$ cat src/hdl/zsl_pkg.sv
// ----------------------------------------------------------------------------
// zsl_pkg
// Shared types and constants for the zoomed sprite line scaler.
// ----------------------------------------------------------------------------
package zsl_pkg;

  // Row length limit, in source draw columns
  localparam int MAX_ROW_PIXELS = 1024;
  // Line buffer positions that exist
  localparam int LINE_LIMIT     = 1024;

  // Field widths
  localparam int WIDTH_W  = 11;   // screen_width register
  localparam int STARTX_W = 11;   // signed start x
  localparam int ZOOM_W   = 32;
  localparam int PIX_W    = 10;
  localparam int SX_W     = 10;   // screen_x
  localparam int COL_W    = 5;    // column index modulo 32
  localparam int OFF_W    = 12;   // draw offset
  localparam int POS_W    = 13;   // signed draw position

  // Offset at which a row stops taking columns
  localparam logic [OFF_W-1:0] OFFSET_LIMIT = OFF_W'(2 * MAX_ROW_PIXELS);
  localparam logic signed [POS_W-1:0] POS_LIMIT = POS_W'(LINE_LIMIT);

  // Configuration
  localparam int                ADDR_W      = 2;
  localparam logic [ADDR_W-1:0] REG_SCREEN_WIDTH = 2'd0;
  localparam logic [WIDTH_W-1:0] WIDTH_RESET = 11'd448;

  // One result item
  typedef struct packed {
    logic [SX_W-1:0]  screen_x;
    logic [PIX_W-1:0] pixel_out;
    logic             priority_out;
    logic             last_write;
  } res_t;

  // One held input item
  typedef struct packed {
    logic                       first_column;
    logic signed [STARTX_W-1:0] start_x;
    logic [ZOOM_W-1:0]          zoom_mask;
    logic                       grow;
    logic                       priority_req;
    logic                       clear_pixel;
    logic [PIX_W-1:0]           color_value;
  } item_t;

endpackage

$ cat src/hdl/zsl_in_if.sv
// ----------------------------------------------------------------------------
// zsl_in_if
// Source column channel: one sprite column per item.
// ----------------------------------------------------------------------------
interface zsl_in_if;
  import zsl_pkg::*;

  logic                       valid;
  logic                       ready;
  logic                       first_column;
  logic signed [STARTX_W-1:0] start_x;
  logic [ZOOM_W-1:0]          zoom_mask;
  logic                       grow;
  logic                       priority_req;
  logic                       clear_pixel;
  logic [PIX_W-1:0]           color_value;

  modport source (
    output valid, first_column, start_x, zoom_mask, grow, priority_req,
           clear_pixel, color_value,
    input  ready
  );
  modport sink (
    input  valid, first_column, start_x, zoom_mask, grow, priority_req,
           clear_pixel, color_value,
    output ready
  );
endinterface

$ cat src/hdl/zsl_out_if.sv
// ----------------------------------------------------------------------------
// zsl_out_if
// Line buffer write channel: one pixel write per item.
// ----------------------------------------------------------------------------
interface zsl_out_if;
  import zsl_pkg::*;

  logic             valid;
  logic             ready;
  logic [SX_W-1:0]  screen_x;
  logic [PIX_W-1:0] pixel_out;
  logic             priority_out;
  logic             last_write;

  modport source (
    output valid, screen_x, pixel_out, priority_out, last_write,
    input  ready
  );
  modport sink (
    input  valid, screen_x, pixel_out, priority_out, last_write,
    output ready
  );
endinterface

$ cat src/hdl/zoomed_sprite_line_scaler_top.sv
// ----------------------------------------------------------------------------
// zoomed_sprite_line_scaler_top
// Draws one sprite row into line buffer writes with horizontal zoom.
//
//   channel  dir  handshake      carries
//   src      in   valid/ready    one source column (latches row on first)
//   dst      out  valid/ready    one line buffer write
//   apb      in   psel/penable   screen_width register at byte 0
//
// A column is held in an input register, then decoded in one pass into a
// two-entry result buffer. A column giving no write moves on every cycle
// while the result buffer is empty; a doubled column's writes leave one at
// a time by the single write port of dst. rst is synchronous; it empties
// both stages, clears the row state and sets screen_width to 448. src.ready
// drops while the result buffer cannot take the held column's writes.
// ----------------------------------------------------------------------------
module zoomed_sprite_line_scaler_top (
  input  logic                       clk,
  input  logic                       rst,
  zsl_in_if.sink                     src,
  zsl_out_if.source                  dst,
  input  logic                       psel,
  input  logic                       penable,
  input  logic                       pwrite,
  input  logic [zsl_pkg::ADDR_W-1:0] paddr,
  input  logic [31:0]                pwdata,
  output logic [31:0]                prdata,
  output logic                       pready
);
  import zsl_pkg::*;

  // Configuration register
  logic [WIDTH_W-1:0] screen_width;

  // Input stage
  item_t item;
  logic  in_full;

  // Row state
  logic [COL_W-1:0]           column_index;
  logic [OFF_W-1:0]           draw_offset;
  logic signed [POS_W-1:0]    last_draw_pos;
  logic signed [STARTX_W-1:0] row_start_x;
  logic [ZOOM_W-1:0]          row_zoom;
  logic                       row_grow;
  logic                       row_priority;
  logic                       row_finished;

  // Result buffer
  res_t       res0, res1;
  logic [1:0] res_count;

  // Decode signals
  logic                       can_load, consume, pop;
  logic [COL_W-1:0]           col_e;
  logic [OFF_W-1:0]           off_e;
  logic signed [POS_W-1:0]    lp_e;
  logic signed [STARTX_W-1:0] start_e;
  logic [ZOOM_W-1:0]          zoom_e;
  logic                       grow_e, prio_e, fin_e;
  logic                       halt, zbit;
  logic signed [POS_W-1:0]    pos, pos1, width_s;
  logic                       ok0, ok1, wr0, wr1;
  logic [OFF_W-1:0]           off_next;
  logic signed [POS_W-1:0]    lp_next;
  logic [1:0]                 n_res;
  res_t                       new0, new1;

  // APB register port
  assign pready = 1'b1;
  assign prdata = (paddr == REG_SCREEN_WIDTH) ? {{(32-WIDTH_W){1'b0}}, screen_width} : 32'd0;

  always_ff @(posedge clk) begin
    if (rst) begin
      screen_width <= WIDTH_RESET;
    end else if (psel && penable && pwrite && paddr == REG_SCREEN_WIDTH) begin
      screen_width <= pwdata[WIDTH_W-1:0];
    end
  end

  // Handshakes
  assign pop       = (res_count != 2'd0) && dst.ready;
  assign can_load  = (res_count == 2'd0) || (res_count == 2'd1 && dst.ready);
  assign consume   = in_full && can_load;
  assign src.ready = !in_full || consume;

  // Input register
  always_ff @(posedge clk) begin
    if (rst) begin
      in_full <= 1'b0;
    end else if (src.ready) begin
      in_full <= src.valid;
    end
  end

  always_ff @(posedge clk) begin
    if (src.ready && src.valid) begin
      item.first_column <= src.first_column;
      item.start_x      <= src.start_x;
      item.zoom_mask    <= src.zoom_mask;
      item.grow         <= src.grow;
      item.priority_req <= src.priority_req;
      item.clear_pixel  <= src.clear_pixel;
      item.color_value  <= src.color_value;
    end
  end

  // Effective row settings: a first column restarts the row
  always_comb begin
    if (item.first_column) begin
      col_e   = '0;
      off_e   = '0;
      lp_e    = '0;
      fin_e   = 1'b0;
      start_e = item.start_x;
      zoom_e  = item.zoom_mask;
      grow_e  = item.grow;
      prio_e  = item.priority_req;
    end else begin
      col_e   = column_index;
      off_e   = draw_offset;
      lp_e    = last_draw_pos;
      fin_e   = row_finished;
      start_e = row_start_x;
      zoom_e  = row_zoom;
      grow_e  = row_grow;
      prio_e  = row_priority;
    end
  end

  // Column decode and clipping
  assign halt    = fin_e || (off_e >= OFFSET_LIMIT);
  assign zbit    = zoom_e[col_e];
  assign pos     = POS_W'(start_e) + $signed({1'b0, off_e});
  assign pos1    = pos + 13'sd1;
  assign width_s = $signed({2'b00, screen_width});
  assign ok0     = !pos[POS_W-1] && (pos < width_s) && (pos < POS_LIMIT);
  assign ok1     = !pos1[POS_W-1] && (pos1 < width_s) && (pos1 < POS_LIMIT);

  always_comb begin
    wr0      = 1'b0;
    wr1      = 1'b0;
    off_next = off_e;
    lp_next  = lp_e;
    if (!halt) begin
      if (zbit && grow_e) begin
        // doubled column
        off_next = off_e + 12'd2;
        if (item.clear_pixel) begin
          lp_next = pos;
        end else begin
          lp_next = pos1;
          wr0     = ok0;
          wr1     = ok1;
        end
      end else if (!zbit) begin
        // plain column
        off_next = off_e + 12'd1;
        lp_next  = pos;
        wr0      = ok0 && !item.clear_pixel;
      end
    end
  end

  // Pack the writes, first result first
  always_comb begin
    new0.pixel_out    = item.color_value;
    new0.priority_out = prio_e;
    new1.pixel_out    = item.color_value;
    new1.priority_out = prio_e;
    new1.screen_x     = pos1[SX_W-1:0];
    new1.last_write   = 1'b1;
    new0.screen_x     = wr0 ? pos[SX_W-1:0] : pos1[SX_W-1:0];
    new0.last_write   = !(wr0 && wr1);
    n_res             = {1'b0, wr0} + {1'b0, wr1};
  end

  // Row state update
  always_ff @(posedge clk) begin
    if (rst) begin
      column_index  <= '0;
      draw_offset   <= '0;
      last_draw_pos <= '0;
      row_start_x   <= '0;
      row_zoom      <= '0;
      row_grow      <= 1'b0;
      row_priority  <= 1'b0;
      row_finished  <= 1'b0;
    end else if (consume) begin
      row_start_x  <= start_e;
      row_zoom     <= zoom_e;
      row_grow     <= grow_e;
      row_priority <= prio_e;
      if (halt) begin
        column_index  <= col_e;
        draw_offset   <= off_e;
        last_draw_pos <= lp_e;
        row_finished  <= fin_e;
      end else begin
        column_index  <= col_e + 5'd1;
        draw_offset   <= off_next;
        last_draw_pos <= lp_next;
        row_finished  <= (lp_next == width_s);
      end
    end
  end

  // Result buffer, head in res0
  always_ff @(posedge clk) begin
    if (rst) begin
      res_count <= 2'd0;
    end else if (consume) begin
      res_count <= n_res;
    end else if (pop) begin
      res_count <= res_count - 2'd1;
    end
  end

  always_ff @(posedge clk) begin
    if (consume) begin
      res0 <= new0;
      res1 <= new1;
    end else if (pop) begin
      res0 <= res1;
    end
  end

  assign dst.valid        = (res_count != 2'd0);
  assign dst.screen_x     = res0.screen_x;
  assign dst.pixel_out    = res0.pixel_out;
  assign dst.priority_out = res0.priority_out;
  assign dst.last_write   = res0.last_write;

`ifndef ASSERT_OFF
  // buffer never overfills
  a_count_max : assert property (@(posedge clk) disable iff (rst)
    res_count != 2'd3) else $error("result buffer overfilled");

  // a lone buffered write always closes its column
  a_last_head : assert property (@(posedge clk) disable iff (rst)
    res_count == 2'd1 |-> res0.last_write) else $error("lone write lacks last_write");

  // finished row emits nothing until a new row starts
  a_fin_quiet : assert property (@(posedge clk) disable iff (rst)
    (consume && row_finished && !item.first_column) |=> res_count == 2'd0)
    else $error("write after row finished");

  // output is empty on the first cycle out of reset
  a_rst_empty : assert property (@(posedge clk)
    ($past(rst) && !rst) |-> !dst.valid) else $error("output valid after reset");
`endif

endmodule

$ cat src/flat_wrapper.sv
// flat-port wrapper written by rule: the top's interface ports become plain ports
module zoomed_sprite_line_scaler_top_flat import zsl_pkg::*;
  (clk, rst, psel, penable, pwrite, paddr, pwdata, prdata, pready, src_valid, src_first_column, src_start_x, src_zoom_mask, src_grow, src_priority_req, src_clear_pixel, src_color_value, src_ready, dst_valid, dst_screen_x, dst_pixel_out, dst_priority_out, dst_last_write, dst_ready);
  zsl_in_if src_i ();
  zsl_out_if dst_i ();
  input  logic clk;
  input  logic rst;
  input  logic psel;
  input  logic penable;
  input  logic pwrite;
  input  logic [zsl_pkg::ADDR_W-1:0] paddr;
  input  logic [31:0] pwdata;
  output logic [31:0] prdata;
  output logic pready;
  input wire logic [$bits(src_i.valid)-1:0] src_valid;
  input wire logic [$bits(src_i.first_column)-1:0] src_first_column;
  input wire logic [$bits(src_i.start_x)-1:0] src_start_x;
  input wire logic [$bits(src_i.zoom_mask)-1:0] src_zoom_mask;
  input wire logic [$bits(src_i.grow)-1:0] src_grow;
  input wire logic [$bits(src_i.priority_req)-1:0] src_priority_req;
  input wire logic [$bits(src_i.clear_pixel)-1:0] src_clear_pixel;
  input wire logic [$bits(src_i.color_value)-1:0] src_color_value;
  output wire logic [$bits(src_i.ready)-1:0] src_ready;
  output wire logic [$bits(dst_i.valid)-1:0] dst_valid;
  output wire logic [$bits(dst_i.screen_x)-1:0] dst_screen_x;
  output wire logic [$bits(dst_i.pixel_out)-1:0] dst_pixel_out;
  output wire logic [$bits(dst_i.priority_out)-1:0] dst_priority_out;
  output wire logic [$bits(dst_i.last_write)-1:0] dst_last_write;
  input wire logic [$bits(dst_i.ready)-1:0] dst_ready;
  assign src_i.valid = src_valid;
  assign src_i.first_column = src_first_column;
  assign src_i.start_x = src_start_x;
  assign src_i.zoom_mask = src_zoom_mask;
  assign src_i.grow = src_grow;
  assign src_i.priority_req = src_priority_req;
  assign src_i.clear_pixel = src_clear_pixel;
  assign src_i.color_value = src_color_value;
  assign src_ready = src_i.ready;
  assign dst_valid = dst_i.valid;
  assign dst_screen_x = dst_i.screen_x;
  assign dst_pixel_out = dst_i.pixel_out;
  assign dst_priority_out = dst_i.priority_out;
  assign dst_last_write = dst_i.last_write;
  assign dst_i.ready = dst_ready;
  zoomed_sprite_line_scaler_top u_core (.clk(clk), .rst(rst), .src(src_i), .dst(dst_i), .psel(psel), .penable(penable), .pwrite(pwrite), .paddr(paddr), .pwdata(pwdata), .prdata(prdata), .pready(pready));
endmodule
$ cat config.mk
export PLATFORM = sky130hd
export DESIGN_NAME = zoomed_sprite_line_scaler_top_flat
export DESIGN_NICKNAME = d
export VERILOG_FILES = /design/src/hdl/zsl_pkg.sv /design/src/hdl/zsl_in_if.sv /design/src/hdl/zsl_out_if.sv /design/src/hdl/zoomed_sprite_line_scaler_top.sv /design/src/flat_wrapper.sv
export SDC_FILE = /design/constraint.sdc
export NUM_CORES = 1
export LEC_CHECK = 0
export ABC_CLOCK_PERIOD_IN_PS = 11790
export BUFFER_PORTS_ARGS = -buffer_cell sky130_fd_sc_hd__buf_4
export CAP_MARGIN = 20
export CORE_MARGIN = 5
export CORE_UTILIZATION = 30
export CTS_CLUSTER_SIZE = 10
export DETAILED_ROUTE_END_ITERATION = 7
export GPL_TIMING_DRIVEN = 0
export SLEW_MARGIN = 0
export SYNTH_ARGS = -nofsm -noshare
export SYNTH_HDL_FRONTEND = slang
export SYNTH_SLANG_ARGS = --single-unit
export TNS_END_PERCENT = 10
$ cat constraint.sdc
create_clock -name clk -period 11.79 [get_ports clk]
set_input_delay 2.358 -clock clk [delete_from_list [all_inputs] [get_ports clk]]
set_output_delay 2.358 -clock clk [all_outputs]
set_load 0.005 [all_outputs]
==> flow_summary_export.csv <==
group,metric,value,unit
grt,grt_pass1_vias,8058,
timing,max_freq,142.3,MHz
placed_design,place.gp.congestion,0.9027,
timing,setup_tns,0,ns
power,ir_drop,116.6,uV
power,p_leak,4.638,nW
grt,grt_busiest_layer,"met2",
power,combinationalPowerShare,21.7,%
cells_and_area,area_delta_synth_final,20.90,%
grt,use_met1,20.12,%
clock_network,clkTransAtPathRegs,0.07,ns
grt,grt_max_degree,40,
grt,use_met2,24.22,%
yosys,syn_area,10130,um2
power,seqPwrFrac,44.4,%
flow_run,cap_violations,0,
yosys,yosysSeqAreaShare,47.44,%
critical_path,crit_chain,"buf_6 > clkbuf_1 > buf_1 > clkbuf_1 > mux2_2 > ha_1 > fa_1 > xnor2_1 > inv_2 > and3_1 > nand2_1 > nand2_1 > ha_1 > o21a_1 > o21a_1 > o21a_1 > o21a_1 > o21a_1 > o21ai_0 > a21oi_1 > nor4_1 > ha_1 > o21ai_0 > a211oi_1",
critical_path,cp.arrival,7.32,ns
cells_and_area,drive_above_1_share,17.80,%
cells_and_area,n_antenna_cell,0,
timing,rsz0062_at_grt,"no",
critical_path,crit_fanout,10,
yosys,synth_edf_count,100,
timing,finalCritPeriodShare,59.59,%
floorplanning,die_h,193.7,um
power,p_per_area,146.1,nW/um2
floorplanning,die-area,37530,um2
grt,grtUsageTotal,14.98,%
power,clockPowerShare,34.0,%
yosys,synthArstFlopShare,0,%
power,p_sw,0.0005225,W
route,dr.pass1.iters,5,
yosys,avgSynthCellArea,9.500,um2
critical_path,critPathSlowestCell,"xnor2_1",
critical_path,path_buf_inv,5,
timing,finalHoldViolCount,0,
yosys,yosys.cell_types.count,84,
critical_path,slowest_delay,0.66,ns
route,post_drt_wl_per_cell,17.24,um
clock_network,clk-insertion-delay-late,0.44,ns
floorplanning,initial_core_util,30.28,%
clock_network,cts_max_level,4,
grt,overflow,0,
route,via_per_inst,4.912,
critical_path,startpoint_type,"flop",
clock_network,cts_buffer_depth,2,
cells_and_area,layout.nets,1356,
yosys,ys.flop_type,"edfxtp_1",
route,via_count,8243,
yosys,synth.ff_latch_count,190,
cells_and_area,final_cell_mix,"214 x nand2_1, 133 x buf_4, 100 x edfxtp_1",
timing,worst_pin_slew,1.058,ns
clock_network,cts.sinks,190,
outcome,outcome,"finished clean",
floorplanning,chipWidth,193.7,um
timing,finClkSkew,0.01189,ns
grt,met3_usage,3.162,%
clock_network,cts_resized,0,
grt,grt_pass1_wl,44.86,mm
critical_path,cpMostUsedCell,"o21a_1",
placed_design,port_buffers,111,
floorplanning,rows,67,
grt,antenna_found_initial,1,
route,ant_nets,0,
timing,finalSetupViolCount,0,
timing,slew_violations,0,
timing,period_needed,7.026,ns
floorplanning,core_area,33450,um2
critical_path,critPathCaptureType,"flop",
min_path,hp-class,"reg2reg",
yosys,synth_cells,1066,
clock_network,cts_tree,"built",
placed_design,hpwlAfterDp,21.80,mm
critical_path,critPathKind,"reg2reg",
timing,hold_slack,0.4481,ns
route,drt_iter0_drc,496,
cells_and_area,final_common_cell,"nand2_1",
critical_path,required,12.08,ns
route,wl,28.94,mm
floorplanning,ioPinCount,155,
yosys,ys_warn_count,0,
clock_network,ctsHoldBuffers,0,
clock_network,cts_setup_buffers,0,
timing,relSlewSlack,28.99,%
clock_network,root_buffer,"clkbuf_16",
power,p_sw_share,29.20,%
clock_network,cts_buffers,17,
power,p_int,0.001267,W
route,remaining_drc_errors,0,
critical_path,crit_family,"buffers and inverters",
==> sequential cells by signal (all words and copies together) (netlist names), 2 cells and up <==
name	flops
u_core.item	57
u_core.row_zoom	32
u_core.res1	21
u_core.last_draw_pos	13
u_core.draw_offset	12
u_core.row_start_x	11
u_core.screen_width	11
u_core.dst.pixel_out	10
u_core.dst.screen_x	10
u_core.column_index	5
u_core.res_count	2
==> cell usage after synthesis, types with 5 or more instances <==
master / number / share of area (%)
a211oi_1: 17 / 1.3
nand2b_1: 5 / 0.31
buf_1: 6 / 0.22
o22ai_1: 5 / 0.31
nor2b_1: 20 / 1.2
o21ai_0: 26 / 1.3
o211ai_1: 21 / 1.6
nand3_1: 21 / 1.0
nor3b_1: 7 / 0.52
inv_1: 29 / 1.1
o31ai_1: 7 / 0.52
buf_4: 22 / 1.6
a211o_1: 5 / 0.43
nor2_1: 67 / 2.5
mux2i_1: 13 / 1.3
nor3_1: 27 / 1.3
o2111ai_1: 6 / 0.52
xnor2_1: 24 / 2.1
and2_1: 7 / 0.43
nand2_1: 214 / 7.9
nor4_1: 5 / 0.31
clkbuf_1: 40 / 1.5
a21o_1: 9 / 0.67
edfxtp_1: 100 / 30
ha_1: 40 / 4.9
a21oi_1: 90 / 4.4
xor2_1: 5 / 0.43
and3_1: 7 / 0.43
nand4_1: 5 / 0.31
dfxtp_1: 90 / 18
mux2_2: 19 / 2.1
o21a_1: 12 / 0.89
a311oi_1: 6 / 0.52
==> cell type report <==
class,count,area [um2]
tap,448,560.5
clock inverter,10,107.6
fill,3393,21200
sequential,190,4805
multi-input combinational,788,4875
buffer,76,404.1
timing repair buffer,112,853.3
clock buffer,22,518.0
inverter,32,121.4
==> through the flow <==
| stage | instance area, um2 | setup WS [ns] | utilization (%) | total power (W) | std cells |
|---|---|---|---|---|---|
| 2_1_floorplan | 10200 | 6.420 | - | 0.001048 | 1086 |
| 3_3_place_gp | 11600 | 4.816 | 34.67 | 0.001191 | 1645 |
| 3_5_place_dp | 11620 | 4.864 | 34.74 | 0.001196 | 1646 |
| 4_1_cts | 12240 | 4.818 | 36.61 | 0.001810 | 1678 |
| 5_1_grt | 12240 | 4.422 | 36.61 | 0.001881 | 1678 |
| 6_report | 12240 | 4.764 | 36.61 | 0.001789 | 1678 |
==> power by group through the flow <==
stage                     logic, W  clock network (W)  registers (W)
final                     0.000388           0.000608       0.000794
after global routing      0.000429           0.000652       0.000800
after CTS                 0.000389           0.000626       0.000795
after detailed placement  0.000387                  0       0.000809
after global placement    0.000381                  0       0.000809
after floorplan           0.000244                  0       0.000804
==> per-layer routing <==
metal	vias up	wire (um)
met1	3869	13460
met4	2	748
met3	47	1526
li1	4091	-
met2	234	13190
met5	-	13
==> worst paths after layout <==
| path | from | end | slack [ns] | cells after the start |
|---|---|---|---|---|
| min reg2reg | u_core.item[4] | u_core.res1[6] | 0.45 | 0 |
| max reg2reg | u_core.item[56] | u_core.res_count[0] | 4.76 | 24 |
| max | u_core.item[56] | u_core.res_count[0] | 4.76 | 24 |
| min | u_core.item[4] | u_core.res1[6] | 0.45 | 0 |
==> logic make-up (layout without fill, tap and decap cells) <==
logic type               after synthesis  in the layout  synth area share [%]
AO/OA/AOI/OAI                        257            257                 17.77
XOR/XNOR                              30             30                 2.669
adder cells (fa/ha/maj)               41             41                 5.140
buffers and inverters                108            252                 5.176
flip-flops                           190            190                 47.44
multiplexers                          33             33                 3.546
other                                  2             22               0.07416
AND/OR/NAND/NOR                      405            405                 18.19
(Power assumes the default switching activity.)
